[src/rtl/spectrum_band_level_meter_assert.svh]
// ----------------------------------------------------------------------------
// Spectrum band level meter assertion macros
// Shared concurrent assertion forms for the band meter RTL.
// ----------------------------------------------------------------------------
`ifndef SPECTRUM_BAND_LEVEL_METER_ASSERT_SVH
`define SPECTRUM_BAND_LEVEL_METER_ASSERT_SVH

// Consequent must hold in the same cycle as the antecedent.
`define SBLM_ASSERT_IMP(label, clk, rst_n, ante, cons) \
  label: assert property (@(posedge clk) disable iff (!rst_n) (ante) |-> (cons)) \
    else $error("sblm assertion failed");

// Consequent must hold in the cycle after the antecedent.
`define SBLM_ASSERT_NXT(label, clk, rst_n, ante, cons) \
  label: assert property (@(posedge clk) disable iff (!rst_n) (ante) |=> (cons)) \
    else $error("sblm assertion failed");

`endif

[src/rtl/sblm_pkg.sv]
// ----------------------------------------------------------------------------
// Spectrum band level meter package
// Widths, constants, band map, microcode types and the control program.
// ----------------------------------------------------------------------------
package sblm_pkg;

  localparam int BAND_W = 3;
  localparam int BIN_W  = 9;
  localparam int MAG_W  = 16;
  localparam int AMP_W  = 16;
  localparam int VOL_W  = 19;
  localparam int CFG_W  = 8;
  localparam int PROD_W = VOL_W + CFG_W;   // operand times decay factor
  localparam int DIV_SHIFT = 3;             // 200 = 8 * 25
  localparam int XW     = PROD_W - DIV_SHIFT;
  localparam int QUO_W  = 20;
  localparam int RCP_SHIFT = 24;

  localparam logic [BIN_W-1:0] TOP_BIN      = 9'd126;
  localparam logic [AMP_W-1:0] AMP_MAX      = 16'd65535;
  localparam logic [VOL_W-1:0] VOL_MAX      = 19'd524280;
  localparam logic [QUO_W-1:0] RECIP25      = 20'd671088;  // floor(2^24 / 25)
  localparam logic [XW-1:0]    DIV25        = 24'd25;
  localparam logic [CFG_W-1:0] DECAY_RESET  = 8'd180;
  localparam logic [CFG_W-1:0] PERIOD_RESET = 8'd5;

  localparam logic CFG_DECAY  = 1'b0;
  localparam logic CFG_PERIOD = 1'b1;
  localparam logic ACT_BIN    = 1'b0;
  localparam logic ACT_TICK   = 1'b1;

  localparam logic [6:0] BAND_START [8] = '{7'd0, 7'd1, 7'd3, 7'd6,
                                            7'd12, 7'd22, 7'd40, 7'd71};

  typedef enum logic [3:0] {
    S_IDLE, S_MUL, S_RCP, S_COR, S_EMIT, S_VMUL, S_VRCP, S_VCOR, S_VEMIT
  } step_t;

  typedef enum logic [1:0] {
    COND_NONE, COND_WAIT, COND_MORE, COND_ALWAYS
  } cond_t;

  typedef struct packed {
    logic  ready;
    logic  ld_prod;
    logic  vol_sel;
    logic  ld_recip;
    logic  upd_band;
    logic  upd_vol;
    logic  emit_band;
    logic  emit_last;
    cond_t cond;
    step_t target;
  } ctl_t;

  typedef struct packed {
    logic              ld_prod;
    logic              vol_sel;
    logic              ld_recip;
    logic              upd_band;
    logic              upd_vol;
    logic              load_out;
    logic              out_last;
    logic [BAND_W-1:0] band;
  } cmd_t;

  function automatic logic [BAND_W-1:0] band_of_bin(input logic [BIN_W-1:0] bin);
    logic [BAND_W-1:0] b;
    b = '0;
    for (int k = 0; k < 8; k++) begin
      if (bin >= {2'b00, BAND_START[k]}) b = BAND_W'(k);
    end
    return b;
  endfunction

  // Control program: one word per step.
  function automatic ctl_t ucode(input step_t s);
    ctl_t w;
    w = '{ready: 1'b0, ld_prod: 1'b0, vol_sel: 1'b0, ld_recip: 1'b0,
          upd_band: 1'b0, upd_vol: 1'b0, emit_band: 1'b0, emit_last: 1'b0,
          cond: COND_NONE, target: S_IDLE};
    unique case (s)
      S_IDLE: begin
        w.ready = 1'b1;
        w.cond = COND_WAIT;
        w.target = S_IDLE;
      end
      S_MUL:   w.ld_prod = 1'b1;
      S_RCP:   w.ld_recip = 1'b1;
      S_COR:   w.upd_band = 1'b1;
      S_EMIT: begin
        w.emit_band = 1'b1;
        w.cond = COND_MORE;
        w.target = S_MUL;
      end
      S_VMUL: begin
        w.ld_prod = 1'b1;
        w.vol_sel = 1'b1;
      end
      S_VRCP:  w.ld_recip = 1'b1;
      S_VCOR:  w.upd_vol = 1'b1;
      S_VEMIT: begin
        w.emit_last = 1'b1;
        w.cond = COND_ALWAYS;
        w.target = S_IDLE;
      end
      default: begin
        w.cond = COND_ALWAYS;
        w.target = S_IDLE;
      end
    endcase
    return w;
  endfunction

endpackage

[src/rtl/sblm_bin_accum.sv]
// ----------------------------------------------------------------------------
// Band accumulator
// Sums bins into bands, latches levels on frame end and holds band peaks.
// ----------------------------------------------------------------------------
module sblm_bin_accum #(
  parameter int NUM_BANDS = 8
) (
  input  logic                          clk,
  input  logic                          rst_n,
  input  logic                          bin_we,
  input  logic [sblm_pkg::BIN_W-1:0]    bin_index,
  input  logic [sblm_pkg::MAG_W-1:0]    bin_magnitude,
  input  logic                          frame_end,
  input  logic                          rearm,
  input  logic [sblm_pkg::BAND_W-1:0]   sel_band,
  output logic [sblm_pkg::AMP_W-1:0]    peak_sel
);

  logic [sblm_pkg::AMP_W-1:0] acc_r [NUM_BANDS];
  logic [sblm_pkg::AMP_W-1:0] acc_nxt [NUM_BANDS];
  logic [sblm_pkg::AMP_W-1:0] lvl_r [NUM_BANDS];
  logic [sblm_pkg::AMP_W-1:0] lvl_nxt [NUM_BANDS];
  logic [sblm_pkg::AMP_W-1:0] pk_r [NUM_BANDS];
  logic [sblm_pkg::AMP_W-1:0] pk_nxt [NUM_BANDS];
  logic [sblm_pkg::AMP_W:0]   sum_w [NUM_BANDS];
  logic                       in_range;
  logic [sblm_pkg::BAND_W-1:0] bin_band;

  assign in_range = bin_we && (bin_index <= sblm_pkg::TOP_BIN);
  assign bin_band = sblm_pkg::band_of_bin(bin_index);

  always_comb begin
    for (int i = 0; i < NUM_BANDS; i++) begin
      acc_nxt[i] = acc_r[i];
      lvl_nxt[i] = lvl_r[i];
      sum_w[i]   = {1'b0, acc_r[i]} + {1'b0, bin_magnitude};
      if (in_range && bin_band == sblm_pkg::BAND_W'(i)) begin
        acc_nxt[i] = sum_w[i][sblm_pkg::AMP_W] ? sblm_pkg::AMP_MAX
                                                : sum_w[i][sblm_pkg::AMP_W-1:0];
      end
      // The bin of a frame end is summed before the latch.
      if (bin_we && frame_end) begin
        lvl_nxt[i] = acc_nxt[i];
        acc_nxt[i] = '0;
      end
      pk_nxt[i] = (lvl_nxt[i] > pk_r[i]) ? lvl_nxt[i] : pk_r[i];
      if (rearm && sel_band == sblm_pkg::BAND_W'(i)) pk_nxt[i] = lvl_r[i];
    end
  end

  always_ff @(posedge clk) begin
    if (!rst_n) begin
      for (int i = 0; i < NUM_BANDS; i++) begin
        acc_r[i] <= '0;
        lvl_r[i] <= '0;
        pk_r[i]  <= '0;
      end
    end else begin
      for (int i = 0; i < NUM_BANDS; i++) begin
        acc_r[i] <= acc_nxt[i];
        lvl_r[i] <= lvl_nxt[i];
        pk_r[i]  <= pk_nxt[i];
      end
    end
  end

  always_comb begin
    peak_sel = '0;
    for (int i = 0; i < NUM_BANDS; i++) begin
      if (sel_band == sblm_pkg::BAND_W'(i)) peak_sel = pk_r[i];
    end
  end

endmodule

[src/rtl/sblm_smoother.sv]
// ----------------------------------------------------------------------------
// Smoothing datapath
// Attack/decay of band amplitudes and volume, records and the result word.
// ----------------------------------------------------------------------------
`include "spectrum_band_level_meter_assert.svh"

module sblm_smoother #(
  parameter int NUM_BANDS = 8
) (
  input  logic                          clk,
  input  logic                          rst_n,
  input  sblm_pkg::cmd_t                cmd,
  input  logic [sblm_pkg::CFG_W-1:0]    decay_factor,
  input  logic [sblm_pkg::AMP_W-1:0]    peak_sel,
  output logic                          slot_free,
  output logic                          out_tvalid,
  input  logic                          out_tready,
  output logic                          out_tlast,
  output logic [sblm_pkg::BAND_W-1:0]   out_band_number,
  output logic [sblm_pkg::AMP_W-1:0]    out_band_amplitude,
  output logic [sblm_pkg::AMP_W-1:0]    out_band_record,
  output logic [sblm_pkg::VOL_W-1:0]    out_volume_level,
  output logic [sblm_pkg::VOL_W-1:0]    out_volume_record
);

  localparam int RCP_PW = sblm_pkg::XW + sblm_pkg::QUO_W;

  logic [sblm_pkg::AMP_W-1:0]  sm_r [NUM_BANDS];
  logic [sblm_pkg::AMP_W-1:0]  atm_r [NUM_BANDS];
  logic [sblm_pkg::VOL_W-1:0]  svol_r, maxv_r, vacc_r;
  logic [sblm_pkg::PROD_W-1:0] p_r;
  logic [sblm_pkg::XW-1:0]     x_r;
  logic [sblm_pkg::QUO_W-1:0]  q0_r;

  logic                        ov_r;
  logic                        ol_r;
  logic [sblm_pkg::BAND_W-1:0] ob_r;
  logic [sblm_pkg::AMP_W-1:0]  oa_r, orec_r;
  logic [sblm_pkg::VOL_W-1:0]  ovol_r, ovrec_r;

  logic [sblm_pkg::AMP_W-1:0]  sm_sel, atm_sel, sm_new;
  logic [sblm_pkg::VOL_W-1:0]  op;
  logic [sblm_pkg::PROD_W-1:0] p_nxt;
  logic [sblm_pkg::XW-1:0]     x_nxt, q25, rem;
  logic [RCP_PW-1:0]           rcp_prod;
  logic [sblm_pkg::QUO_W-1:0]  quo;
  logic [sblm_pkg::AMP_W-1:0]  amp_dec;
  logic [sblm_pkg::VOL_W-1:0]  vol_dec;

  always_comb begin
    sm_sel  = '0;
    atm_sel = '0;
    for (int i = 0; i < NUM_BANDS; i++) begin
      if (cmd.band == sblm_pkg::BAND_W'(i)) begin
        sm_sel  = sm_r[i];
        atm_sel = atm_r[i];
      end
    end
  end

  // Divide by 200: shift out three bits, a factor of 8, then multiply by the
  // reciprocal of 25 and correct once, as the estimate is at most one too low.
  assign op       = cmd.vol_sel ? svol_r : {3'b000, sm_sel};
  assign p_nxt    = sblm_pkg::PROD_W'(op) * sblm_pkg::PROD_W'(decay_factor);
  assign x_nxt    = p_r[sblm_pkg::PROD_W-1:sblm_pkg::DIV_SHIFT];
  assign rcp_prod = RCP_PW'(x_nxt) * RCP_PW'(sblm_pkg::RECIP25);
  assign q25      = (sblm_pkg::XW'(q0_r) << 4) + (sblm_pkg::XW'(q0_r) << 3)
                    + sblm_pkg::XW'(q0_r);
  assign rem      = x_r - q25;
  assign quo      = q0_r + sblm_pkg::QUO_W'(rem >= sblm_pkg::DIV25);
  assign amp_dec  = (quo > sblm_pkg::QUO_W'(sblm_pkg::AMP_MAX)) ? sblm_pkg::AMP_MAX
                                                             : quo[sblm_pkg::AMP_W-1:0];
  assign vol_dec  = (quo > sblm_pkg::QUO_W'(sblm_pkg::VOL_MAX)) ? sblm_pkg::VOL_MAX
                                                             : quo[sblm_pkg::VOL_W-1:0];
  assign sm_new   = (peak_sel > sm_sel) ? peak_sel : amp_dec;

  always_ff @(posedge clk) begin
    if (cmd.ld_prod) p_r <= p_nxt;
    if (cmd.ld_recip) begin
      x_r  <= x_nxt;
      q0_r <= rcp_prod[RCP_PW-1:sblm_pkg::RCP_SHIFT];
    end
  end

  always_ff @(posedge clk) begin
    if (!rst_n) begin
      for (int i = 0; i < NUM_BANDS; i++) begin
        sm_r[i]  <= '0;
        atm_r[i] <= '0;
      end
      svol_r <= '0;
      maxv_r <= '0;
      vacc_r <= '0;
    end else begin
      if (cmd.upd_band) begin
        for (int i = 0; i < NUM_BANDS; i++) begin
          if (cmd.band == sblm_pkg::BAND_W'(i)) begin
            sm_r[i] <= sm_new;
            if (peak_sel > atm_r[i]) atm_r[i] <= peak_sel;
          end
        end
        vacc_r <= vacc_r + sblm_pkg::VOL_W'(sm_new);
      end
      if (cmd.upd_vol) begin
        svol_r <= (vacc_r > svol_r) ? vacc_r : vol_dec;
        if (vacc_r > maxv_r) maxv_r <= vacc_r;
        vacc_r <= '0;
      end
    end
  end

  assign slot_free = !ov_r || out_tready;

  always_ff @(posedge clk) begin
    if (!rst_n) begin
      ov_r <= 1'b0;
    end else if (cmd.load_out) begin
      ov_r <= 1'b1;
    end else if (out_tready) begin
      ov_r <= 1'b0;
    end
  end

  always_ff @(posedge clk) begin
    if (cmd.load_out) begin
      ol_r    <= cmd.out_last;
      ob_r    <= cmd.band;
      oa_r    <= sm_sel;
      orec_r  <= atm_sel;
      ovol_r  <= cmd.out_last ? svol_r : '0;
      ovrec_r <= cmd.out_last ? maxv_r : '0;
    end
  end

  assign out_tvalid         = ov_r;
  assign out_tlast          = ol_r;
  assign out_band_number    = ob_r;
  assign out_band_amplitude = oa_r;
  assign out_band_record    = orec_r;
  assign out_volume_level   = ovol_r;
  assign out_volume_record  = ovrec_r;

  `SBLM_ASSERT_IMP(a_vol_only_last, clk, rst_n, out_tvalid && !out_tlast, out_volume_level == '0 && out_volume_record == '0)
  `SBLM_ASSERT_IMP(a_last_band, clk, rst_n, out_tvalid && out_tlast, out_band_number == sblm_pkg::BAND_W'(NUM_BANDS - 1))

endmodule

[src/rtl/sblm_sequencer.sv]
// ----------------------------------------------------------------------------
// Microcode sequencer
// Step counter over the control program, tick timing and band counter.
// ----------------------------------------------------------------------------
`include "spectrum_band_level_meter_assert.svh"

module sblm_sequencer #(
  parameter int NUM_BANDS = 8
) (
  input  logic                          clk,
  input  logic                          rst_n,
  input  logic                          in_tvalid,
  input  logic                          action,
  input  logic [sblm_pkg::CFG_W-1:0]    collect_period,
  input  logic                          slot_free,
  output logic                          in_tready,
  output sblm_pkg::cmd_t                cmd
);

  sblm_pkg::step_t              step_r, step_nxt;
  logic [sblm_pkg::BAND_W-1:0]  band_r, band_nxt;
  logic [sblm_pkg::CFG_W-1:0]   elapsed_r, elapsed_nxt;
  sblm_pkg::ctl_t               ctl;
  logic                         accept, tick, collect, band_last, jump;
  logic                         fire_band, fire_last, hold;
  logic [sblm_pkg::CFG_W:0]     ticks;

  assign ctl       = sblm_pkg::ucode(step_r);
  assign in_tready = ctl.ready;
  assign accept    = in_tvalid && ctl.ready;
  assign tick      = accept && (action == sblm_pkg::ACT_TICK);
  assign ticks     = {1'b0, elapsed_r} + 9'd1;
  assign collect   = tick && (ticks > {1'b0, collect_period});
  assign band_last = (band_r == sblm_pkg::BAND_W'(NUM_BANDS - 1));
  assign fire_band = ctl.emit_band && !band_last && slot_free;
  assign fire_last = ctl.emit_last && slot_free;
  assign hold      = (ctl.emit_band && !band_last && !slot_free)
                     || (ctl.emit_last && !slot_free);

  always_comb begin
    unique case (ctl.cond)
      sblm_pkg::COND_NONE:   jump = 1'b0;
      sblm_pkg::COND_WAIT:   jump = !collect;
      sblm_pkg::COND_MORE:   jump = !band_last;
      sblm_pkg::COND_ALWAYS: jump = 1'b1;
      default:               jump = 1'b0;
    endcase

    if (hold) begin
      step_nxt = step_r;
    end else if (jump) begin
      step_nxt = ctl.target;
    end else begin
      step_nxt = sblm_pkg::step_t'(step_r + 4'd1);
    end

    band_nxt = band_r;
    if (fire_band) band_nxt = band_r + 3'd1;
    if (fire_last) band_nxt = '0;

    elapsed_nxt = elapsed_r;
    if (tick) elapsed_nxt = collect ? '0 : ticks[sblm_pkg::CFG_W-1:0];

    cmd.ld_prod  = ctl.ld_prod;
    cmd.vol_sel  = ctl.vol_sel;
    cmd.ld_recip = ctl.ld_recip;
    cmd.upd_band = ctl.upd_band;
    cmd.upd_vol  = ctl.upd_vol;
    cmd.load_out = fire_band || fire_last;
    cmd.out_last = ctl.emit_last;
    cmd.band     = band_r;
  end

  always_ff @(posedge clk) begin
    if (!rst_n) begin
      step_r    <= sblm_pkg::S_IDLE;
      band_r    <= '0;
      elapsed_r <= '0;
    end else begin
      step_r    <= step_nxt;
      band_r    <= band_nxt;
      elapsed_r <= elapsed_nxt;
    end
  end

  `SBLM_ASSERT_NXT(a_collect_start, clk, rst_n, collect, step_r == sblm_pkg::S_MUL && elapsed_r == '0 && band_r == '0)
  `SBLM_ASSERT_IMP(a_band_range, clk, rst_n, 1'b1, band_r <= sblm_pkg::BAND_W'(NUM_BANDS - 1))

endmodule

[src/rtl/spectrum_band_level_meter.sv]
// A bin word or a tick that does not collect is taken while the sequencer idles,
// so the next word may follow in the next cycle. A collecting tick holds the
// input while each band, and then the volume, passes through the shared
// multiplier and the three-step divide by 200. Each result is registered for
// output at the end of its pass; a stalled output holds the sequence.
// Synchronous active-low reset clears all band state and loads register defaults.
// ----------------------------------------------------------------------------
// Spectrum band level meter
// Band sums of FFT bins with peak hold, attack/decay smoothing and records.
// ----------------------------------------------------------------------------
module spectrum_band_level_meter #(
  parameter int NUM_BANDS = 8
) (
  input  logic        clk,
  input  logic        rst_n,
  input  logic        in_tvalid,
  output logic        in_tready,
  input  logic [31:0] in_tdata,   // bin_index [8:0], bin_magnitude [24:9]
  input  logic        in_tuser,   // action
  input  logic        in_tlast,   // frame_end
  output logic        out_tvalid,
  input  logic        out_tready,
  output logic [71:0] out_tdata,  // band_amplitude [15:0], band_record [31:16],
                                  // volume_level [50:32], volume_record [69:51]
  output logic [2:0]  out_tuser,  // band_number
  output logic        out_tlast,  // last
  input  logic        cfg_we,
  input  logic [0:0]  cfg_addr,
  input  logic [7:0]  cfg_wdata
);

  logic [sblm_pkg::CFG_W-1:0]  decay_r, period_r;
  sblm_pkg::cmd_t              cmd;
  logic [sblm_pkg::AMP_W-1:0]  peak_sel;
  logic                        slot_free, bin_we;
  logic [sblm_pkg::AMP_W-1:0]  amp, rec;
  logic [sblm_pkg::VOL_W-1:0]  vol, vrec;

  always_ff @(posedge clk) begin
    if (!rst_n) begin
      decay_r  <= sblm_pkg::DECAY_RESET;
      period_r <= sblm_pkg::PERIOD_RESET;
    end else if (cfg_we) begin
      if (cfg_addr[0] == sblm_pkg::CFG_DECAY) begin
        decay_r <= cfg_wdata;
      end else begin
        period_r <= cfg_wdata;
      end
    end
  end

  assign bin_we = in_tvalid && in_tready && (in_tuser == sblm_pkg::ACT_BIN);

  sblm_sequencer #(.NUM_BANDS(NUM_BANDS)) u_seq (
    .clk            (clk),
    .rst_n          (rst_n),
    .in_tvalid      (in_tvalid),
    .action         (in_tuser),
    .collect_period (period_r),
    .slot_free      (slot_free),
    .in_tready      (in_tready),
    .cmd            (cmd)
  );

  sblm_bin_accum #(.NUM_BANDS(NUM_BANDS)) u_accum (
    .clk           (clk),
    .rst_n         (rst_n),
    .bin_we        (bin_we),
    .bin_index     (in_tdata[8:0]),
    .bin_magnitude (in_tdata[24:9]),
    .frame_end     (in_tlast),
    .rearm         (cmd.upd_band),
    .sel_band      (cmd.band),
    .peak_sel      (peak_sel)
  );

  sblm_smoother #(.NUM_BANDS(NUM_BANDS)) u_smooth (
    .clk                (clk),
    .rst_n              (rst_n),
    .cmd                (cmd),
    .decay_factor       (decay_r),
    .peak_sel           (peak_sel),
    .slot_free          (slot_free),
    .out_tvalid         (out_tvalid),
    .out_tready         (out_tready),
    .out_tlast          (out_tlast),
    .out_band_number    (out_tuser),
    .out_band_amplitude (amp),
    .out_band_record    (rec),
    .out_volume_level   (vol),
    .out_volume_record  (vrec)
  );

  assign out_tdata = {2'b00, vrec, vol, rec, amp};

endmodule

[config.mk]
export PLATFORM = sky130hd
export DESIGN_NAME = spectrum_band_level_meter
export DESIGN_NICKNAME = d
export VERILOG_FILES = /design/src/rtl/sblm_pkg.sv /design/src/rtl/sblm_bin_accum.sv /design/src/rtl/sblm_smoother.sv /design/src/rtl/sblm_sequencer.sv /design/src/rtl/spectrum_band_level_meter.sv
export VERILOG_INCLUDE_DIRS = /design/src /design/src/rtl
export SDC_FILE = /design/constraint.sdc
export NUM_CORES = 2
export LEC_CHECK = 0
export BUFFER_PORTS_ARGS = -buffer_cell sky130_fd_sc_hd__buf_2
export CORE_AREA = 2 2 405 407
export CTS_BUF_LIST = sky130_fd_sc_hd__clkbuf_8
export DETAILED_ROUTE_END_ITERATION = 10
export DIE_AREA = 0 0 407 409
export PLACE_DENSITY_LB_ADDON = 0.1
export SKIP_CTS_REPAIR_TIMING = 1
export SLEW_MARGIN = 5
export SYNTH_ARGS = -nofsm -noshare
export SYNTH_HDL_FRONTEND = slang
export SYNTH_SLANG_ARGS = --single-unit
[constraint.sdc]
create_clock -name clk -period 10.4 [get_ports clk]
set_input_delay 0.52 -clock clk [delete_from_list [all_inputs] [get_ports clk]]
set_output_delay 0.52 -clock clk [all_outputs]
set_load 0.05 [all_outputs]
# [Word-level counts from Yosys, hierarchy flattened]
# Memory sizes are Yosys's and may differ from the RTL's.
# Cells that the tools add are included.
[totals] input_bits=48 out_inout_bits=78 regBits=234 ram_bits=640 word_cells=399 n_memories=5
[classes] mul=2 add_sub_neg=16 n_bitwise=43 muxes=212 eq_ne=25 n_lt_le_gt_ge=31 reduce_logical=47
[mem_list] name="u_accum.acc_r" words=8 width=16 rd=8 rd_ports_with_merged_regs=0 wr=8 line_no="sblm_bin_accum.sv:19" rtl="logic [sblm_pkg::AMP_W-1:0] acc_r [NUM_BANDS];"
[mem_list] name="u_accum.lvl_r" words=8 width=16 rd=8 rd_ports_with_merged_regs=0 wr=8 line_no="sblm_bin_accum.sv:21" rtl="logic [sblm_pkg::AMP_W-1:0] lvl_r [NUM_BANDS];"
[mem_list] name="u_accum.pk_r" words=8 width=16 rd=8 rd_ports_with_merged_regs=0 wr=8 line_no="sblm_bin_accum.sv:23" rtl="logic [sblm_pkg::AMP_W-1:0] pk_r [NUM_BANDS];"
[mem_list] name="u_smooth.atm_r" words=8 width=16 rd=8 rd_ports_with_merged_regs=0 wr=8 line_no="sblm_smoother.sv:29" rtl="logic [sblm_pkg::AMP_W-1:0] atm_r [NUM_BANDS];"
[mem_list] name="u_smooth.sm_r" words=8 width=16 rd=8 rd_ports_with_merged_regs=0 wr=8 line_no="sblm_smoother.sv:28" rtl="logic [sblm_pkg::AMP_W-1:0] sm_r [NUM_BANDS];"
[ops] operator="two-way mux 16 bit" n=114
[ops] operator="greater-than comparator 16 bit" n=17
[ops] operator="adder 16 x 16 -> 17 bit" n=8
[ops] operator="two-way mux 1 bit" n=85
[ops] operator="two-way mux 19 bit" n=3
[ops] operator="multiplier 24 x 16 -> 40 bit, second input constant" n=1
[ops] operator="OR 1 bit" n=40
[ops] operator="greater-than comparator 19 bit" n=2
[ops] operator="logical AND 1 bit" n=27
[ops] operator="multiplier 19 x 8 -> 27 bit" n=1
[ops] operator="adder 24 x 20 -> 24 bit" n=1
[ops] operator="adder 24 x 23 -> 24 bit" n=1
[ops] operator="equality test 3 bit, second input constant" n=8
[ops] operator="greater-or-equal comparator 24 x 5 -> 1 bit, second input constant" n=1
[ops] operator="subtractor 24 bit" n=1
[ops] operator="adder 20 x 1 -> 20 bit" n=1
[ops] operator="greater-than comparator 20 x 16 -> 1 bit, second input constant" n=1
[ops] operator="greater-than comparator 20 x 19 -> 1 bit, second input constant" n=1
[ops] operator="adder 19 x 16 -> 19 bit" n=1
[ops] operator="case mux 6 bit (3 select lines)" n=1
[ops] operator="equality test 4 x 3 -> 1 bit, second input constant" n=4
[ops] operator="equality test 3 x 2 -> 1 bit, second input constant" n=4
[ops] operator="two-way mux 3 bit" n=4
[ops] operator="adder 8 x 1 -> 9 bit, second input constant" n=1
[ops] operator="31 further kinds" n=48

# [Depth between registers and ports, before layout]
[logic_depth] word_depth=16 ltp_mapped=38 mapped_depth_nobuf=36

# [Cells and area by module]
# From an unflattened synthesis, not the netlist that was laid out.
[unflattened] cells_unflattened=7009 area_unflattened_um2=64373.0
[modules_own_cells] mod="sblm_smoother" seq_area_each_um2=13112.6 instances=1 area_each_um2=37597.3 cells_each=3661
[modules_own_cells] mod="sblm_bin_accum" seq_area_each_um2=7687.4 instances=1 area_each_um2=24948.9 cells_each=3130
[modules_own_cells] mod="sblm_sequencer" seq_area_each_um2=300.3 instances=1 area_each_um2=1147.4 cells_each=144
[modules_own_cells] mod="spectrum_band_level_meter" seq_area_each_um2=320.3 instances=1 area_each_um2=679.4 cells_each=74

# [Worst setup path before layout]
# No wires, ideal clock.
[synth_path] path_type="register to register" from="register u_smooth.q0_r[5] in the netlist's numbering" to="register u_smooth.vacc_r[18] in the netlist's numbering" setup_time_ns=0.127 stages_incl_launch_ff=39 required_time_ns=10.273 setup_slack_ns=2.412 path_buffers=2 arrival_ns=7.861 period_less_slack_ns=7.988 cell_sequence="edfxtp_1 inv_1 fa_1 inv_1 fa_1 inv_1 ha_1 clkbuf_1 nand2_1 o21ai_0 a21oi_1 and3_1 or3_1 a21boi_0 mux2i_1 nor4_1 nand4_1 ha_1 (+3 left out) nand3_1 xnor2_1 and3_1 clkbuf_1 nand3b_1 o21ai_1 inv_1 ha_1 fa_1 a21o_1 a21oi_1 o21ai_0 a221oi_1 o21ai_0 and2_1 o211ai_1 xor2_1 nor2_1"
[synth_between] elab_chain_len=9
[synth_lines] element="start: declaration" line_no="sblm_smoother.sv:33" rtl="logic [sblm_pkg::QUO_W-1:0] q0_r;"
[synth_lines] element="start signal: assignment" line_no="sblm_smoother.sv:81" rtl="q0_r <= rcp_prod[RCP_PW-1:sblm_pkg::RCP_SHIFT];"
[synth_lines] element="adder 24 x 23 -> 24 bit" line_no="sblm_smoother.sv:67" rtl="assign q25 = (sblm_pkg::XW'(q0_r) << 4) + (sblm_pkg::XW'(q0_r) << 3)"
[synth_lines] element="adder 24 x 20 -> 24 bit" line_no="sblm_smoother.sv:68" rtl="+ sblm_pkg::XW'(q0_r);"
[synth_lines] element="subtractor 24 bit" line_no="sblm_smoother.sv:69" rtl="assign rem = x_r - q25;"
[synth_lines] element="greater-or-equal comparator 24 x 5 -> 1 bit" line_no="sblm_smoother.sv:70" rtl="assign quo = q0_r + sblm_pkg::QUO_W'(rem >= sblm_pkg::DIV25);"
[synth_lines] element="adder 20 x 1 -> 20 bit *" line_no="sblm_smoother.sv:70"
[synth_lines] element="greater-than comparator 20 x 16 -> 1 bit" line_no="sblm_smoother.sv:71" rtl="assign amp_dec = (quo > sblm_pkg::QUO_W'(sblm_pkg::AMP_MAX)) ? sblm_pkg::AMP_MAX"
[synth_lines] element="two-way mux 16 bit *" line_no="sblm_smoother.sv:71"
[synth_lines] element="two-way mux 16 bit *" line_no="sblm_smoother.sv:75" rtl="assign sm_new = (peak_sel > sm_sel) ? peak_sel : amp_dec;"
[synth_lines] element="named net u_smooth.sm_new, one bit" line_no="sblm_smoother.sv:41" rtl="logic [sblm_pkg::AMP_W-1:0] sm_sel, atm_sel, sm_new;"
[synth_lines] element="adder 19 x 16 -> 19 bit *" line_no="sblm_smoother.sv:102" rtl="vacc_r <= vacc_r + sblm_pkg::VOL_W'(sm_new);"
[synth_lines] element="end signal: assignment" line_no="sblm_smoother.sv:102"
[synth_lines] element="end: declaration" line_no="sblm_smoother.sv:30" rtl="logic [sblm_pkg::VOL_W-1:0] svol_r, maxv_r, vacc_r;"
# Mark *: on every way through the listed nets, which the timed path passes. The rest lies on a longest branch.
# A chain may end at the register's enable or synchronous reset.

# [Worst setup path in the final report]
[layout_path] from="register u_seq.band_r[2] in the netlist's numbering" to="register u_smooth.p_r[26] in the netlist's numbering (data pin)"
[layout_between] elab_chain_len=11 word_cells_on_any_way=18 classes_between="1 x mul; 7 x eq/ne; 9 x mux; 1 x reduce/logical"
[layout_lines] element="start: declaration" line_no="sblm_sequencer.sv:21" rtl="logic [sblm_pkg::BAND_W-1:0] band_r, band_nxt;"
[layout_lines] element="start signal: assignment" line_no="sblm_sequencer.sv:81" rtl="band_r <= band_nxt;"
[layout_lines] element="zero test 3 bit" line_no="sblm_smoother.sv:54" rtl="if (cmd.band == sblm_pkg::BAND_W'(i)) begin"
[layout_lines] element="two-way mux 16 bit (7 in series)" line_no="sblm_smoother.sv:54"
[layout_lines] element="two-way mux 16 bit *" line_no="sblm_smoother.sv:54"
[layout_lines] element="named net u_smooth.sm_sel, one bit" line_no="sblm_smoother.sv:41"
[layout_lines] element="two-way mux 19 bit *" line_no="sblm_smoother.sv:63" rtl="assign op = cmd.vol_sel ? svol_r : {3'b000, sm_sel};"
[layout_lines] element="multiplier 19 x 8 -> 27 bit *" line_no="sblm_smoother.sv:64" rtl="assign p_nxt = sblm_pkg::PROD_W'(op) * sblm_pkg::PROD_W'(decay_factor);"
[layout_lines] element="named net u_smooth.p_nxt, one bit" line_no="sblm_smoother.sv:43" rtl="logic [sblm_pkg::PROD_W-1:0] p_nxt;"
[layout_lines] element="end signal: assignment" line_no="sblm_smoother.sv:78" rtl="if (cmd.ld_prod) p_r <= p_nxt;"
[layout_lines] element="end: declaration" line_no="sblm_smoother.sv:31" rtl="logic [sblm_pkg::PROD_W-1:0] p_r;"
# Marks and branches as above.

==> flow_summary.json <==
{
  "clockBufferDepth": 3,
  "synthAdderAreaFrac": 0.239,
  "cts.clk_slew.worst_paths_ns": 0.06,
  "synth_seq_cells": 871,
  "cts.sinks": 871,
  "hold_viol": 0,
  "synthesis.area_mm2": 0.0644,
  "reg2reg_depth": 23,
  "critPathLaunchType": "register",
  "worst_pin_slew_ns": 1.26,
  "seqPwrFrac": 0.351,
  "io_buffers": 116,
  "gr-usage-met2": 0.401,
  "worst-path-max-fanout": 54,
  "htreeDepth": 4,
  "dp.cells": 9249,
  "grt_pass1_wl_um": 319000,
  "period_minus_slack_ns": 9.56,
  "slew_headroom": 0.155,
  "dp_hpwl_um": 156000,
  "critPathArrivalTime_ns": 10.22,
  "area_growth_syn_to_layout_pct": 10.2,
  "grt_pass1_vias": 51637,
  "grt_most_used_layer": "met2",
  "async_flop_share": 0,
  "stdcell_area_mm2": 0.0710,
  "yosysTopAreaCellShare": 0.185,
  "p_comb_frac": 0.345,
  "maxSlewViolCount": 0,
  "crit_start": "u_seq.band_r[2]",
  "synth-edff-count": 398,
  "synth_top_cell_by_area": "edfxtp_1",
  "root_buffer": "clkbuf_8",
  "gr-usage-all-layers": 0.253,
  "ys_types": 101,
  "route.detailed.drc": 0,
  "synth_top_family_by_area": "adder cells",
  "max_stage_delay_ns": 0.79,
  "synth-xor-area-share": 0.0226,
  "p_int_uw": 7030,
  "crit_required_ns": 11.06,
  "fmax_mhz": 105,
  "syn_avg_cell_area_um2": 9.02,
  "min_path_type": "in -> reg",
  "power.switching_uw": 4280,
  "p_clk_frac": 0.304,
  "yosysWarningCount": 0,
  "core-area_mm2": 0.162,
  "dr.pass1.iters": 5,
  "place_congestion": 0.878,
  "cp_top_family": "compound AO/OA/AOI/OAI gates",
  "synth_ff_type": "dfxtp_1",
  "grtUsageMet3": 0.0403,
  "filler_cell_count": 15959,
  "antenna_found_initial": 7,
  "rr_endpoint": "u_smooth.p_r[26]",
  "setup_viol": 0,
  "layout_common_cells": "inv_1 (830), nor2_1 (735), ha_1 (733), nand2_1 (570), dfxtp_1 (473)",
  "dieArea_mm2": 0.166,
  "nets": 8346,
  "final_common_cell": "inv_1",
  "gr-total-overflow": 0,
  "critPathSlowestCell": "a2111oi_0",
  "fin_hold_ws_ns": 0.0522,
  "drive_gt1_frac": 0.0774,
  "reg2reg_from": "u_seq.band_r[2]",
  "num_vias": 53137,
  "initial_utilization": 0.398,
  "fin_skew_ns": 0.0428,
  "min_to": "decay_r[3]",
  "cp_cell_sequence": "clkinv_1 -> ha_2 -> o311ai_0 -> o21ai_0 -> o21ai_0 -> o21ai_0 -> o21ai_0 -> mux2_2 -> nand2_1 -> fa_1 -> fa_1 -> inv_1 -> fa_1 -> fa_1 -> ha_1 -> or4_1 -> o21ai_0 -> a31oi_1 -> a2111oi_0 -> o31a_1 -> o21ai_0 -> a21oi_1 -> xnor2_1",
  "peakVddDrop_mv": 0.142,
  "boundaryPins": 126,
  "grt_max_degree": 138,
  "num_rows": 148,
  "switching_share": 0.378,
  "critical_path_class": "reg -> reg",
  "synth_compound_area_frac": 0.177,
  "synthSimpleGateAreaFrac": 0.159,
  "fin_tns_setup_ns": 0,
  "powerDensity_mw_per_mm2": 159,
  "place_area_mm2": 0.0676,
  "worstHoldStart": "cfg_addr",
  "synthCells": 7143,
  "synth_area_leaders": "edfxtp_1 (19%), dfxtp_1 (15%), ha_1 (14%)",
  "wire_per_inst_um": 22.2,
  "p_leak_uw": 0.0309,
  "finalWirelength_um": 213000,
  "yosysSeqAreaShare": 0.332,
  "die_w_um": 407,
  "final.period_utilization": 0.919,
  "outcome": "complete, no violations",
  "fin_cells": 9559,
  "cts_tree": "yes",
  "maxCapViolCount": 0,
  "path_buf_inv": 2,
  "synthMuxAreaShare": 0.00637,
  "cts-buffers-inserted": 168,
  "ant_nets": 0,
  "grt_use_met1": 0.356,
  "r2r_slack_ns": 0.84,
  "cp_common_cell": "o21ai_0",
  "drt_iter0_markers": 4305,
  "insertion_delay_ns": 0.94,
  "die_h_um": 409,
  "min_path_cells": 4,
  "critPathCaptureType": "register",
  "vias_per_cell": 5.56,
  "rsz0062_at_grt": "false"
}
## worst max path at each step
stage                          endpoint  slack [ns]  cells past startpoint
floorplan           u_smooth.vacc_r[18]        2.41                     38
global placement       u_smooth.p_r[26]        0.96                     23
detailed placement     u_smooth.p_r[26]        1.04                     23
CTS                    u_smooth.p_r[26]        0.94                     23
global route           u_smooth.p_r[26]        0.22                     23
finish                 u_smooth.p_r[26]        0.84                     23
## worst register-to-register path: cells and delay by family, from the launching register on
family	cells	cell delay [ns]
muxes	1	0.42
DFF	1	0.68
AOI/OAI and AO/OA	11	3.73
xor gates and xnor gates	1	0.08
buffers and inverters	2	0.69
and+or+nand+nor	2	0.63
adders and majority gates	6	3.06
## registers in the layout, indices dropped and copies added (netlist names), 8 cells and up
name	cells
decay_r	8
period_r	8
u_accum.acc_r	128
u_accum.lvl_r	128
u_accum.pk_r	128
u_seq.elapsed_r	8
u_smooth.atm_r	128
u_smooth.maxv_r	19
u_smooth.out_band_amplitude	16
u_smooth.out_band_record	16
u_smooth.out_volume_level	19
u_smooth.out_volume_record	19
u_smooth.p_r	24
u_smooth.q0_r	20
u_smooth.sm_r	128
u_smooth.svol_r	19
u_smooth.vacc_r	19
u_smooth.x_r	24
## final cells by class
type	count	area, µm²	area share
clock inverter	111	694	0.00978
multi-input combinational	5181	39100	0.550
tap	2175	2720	0.0383
clock buffer	188	2590	0.0364
timing repair buffer	233	1500	0.0212
sequential	871	21400	0.302
antenna	2	5.00	0.0000705
inverter	798	3000	0.0423
## through the flow
step / utilization / power (µW) / setup WS [ns]
floorplan: - / 6630 / 2.41
global placement: 0.417 / 7890 / 0.958
detailed placement: 0.417 / 7920 / 1.04
CTS: 0.438 / 11400 / 0.944
global route: 0.438 / 12000 / 0.216
finish: 0.438 / 11300 / 0.842
## power by group through the flow
stage	logic (µW)	registers [µW]	clock network, µW
final	3910	3970	3440
after global routing	4350	3990	3660
after CTS	3920	3970	3510
after detailed placement	3880	4040	0
after global placement	3850	4040	0
after floorplan	2660	3970	0
## kinds of logic (layout without fill, tap and decap cells)
kind of cell               Yosys count  after routing
adders and majority gates         1045           1045
xor gates and xnor gates           166            166
DFF                                871            871
and+or+nand+nor                   2183           2183
buffers and inverters             1092           1330
muxes                               39             39
AOI/OAI and AO/OA                 1746           1746
other                                1              4
## layer usage
layer	share of wire	vias up
met2	0.45	1299
met4	0.026	0
li1	-	25429
met5	0	-
met3	0.056	273
met1	0.47	26136
## synthesized netlist by cell type, types with 148 or more instances
| cell | n |
|---|---|
| inv_1 | 796 |
| nor2_1 | 737 |
| ha_1 | 735 |
| nand2_1 | 575 |
| dfxtp_1 | 473 |
| a21oi_1 | 414 |
| o21ai_0 | 401 |
| edfxtp_1 | 398 |
| fa_1 | 310 |
| clkbuf_1 | 252 |
| and2_1 | 174 |
| nand3_1 | 148 |
No activity file was read; power rests on OpenSTA's default activity.
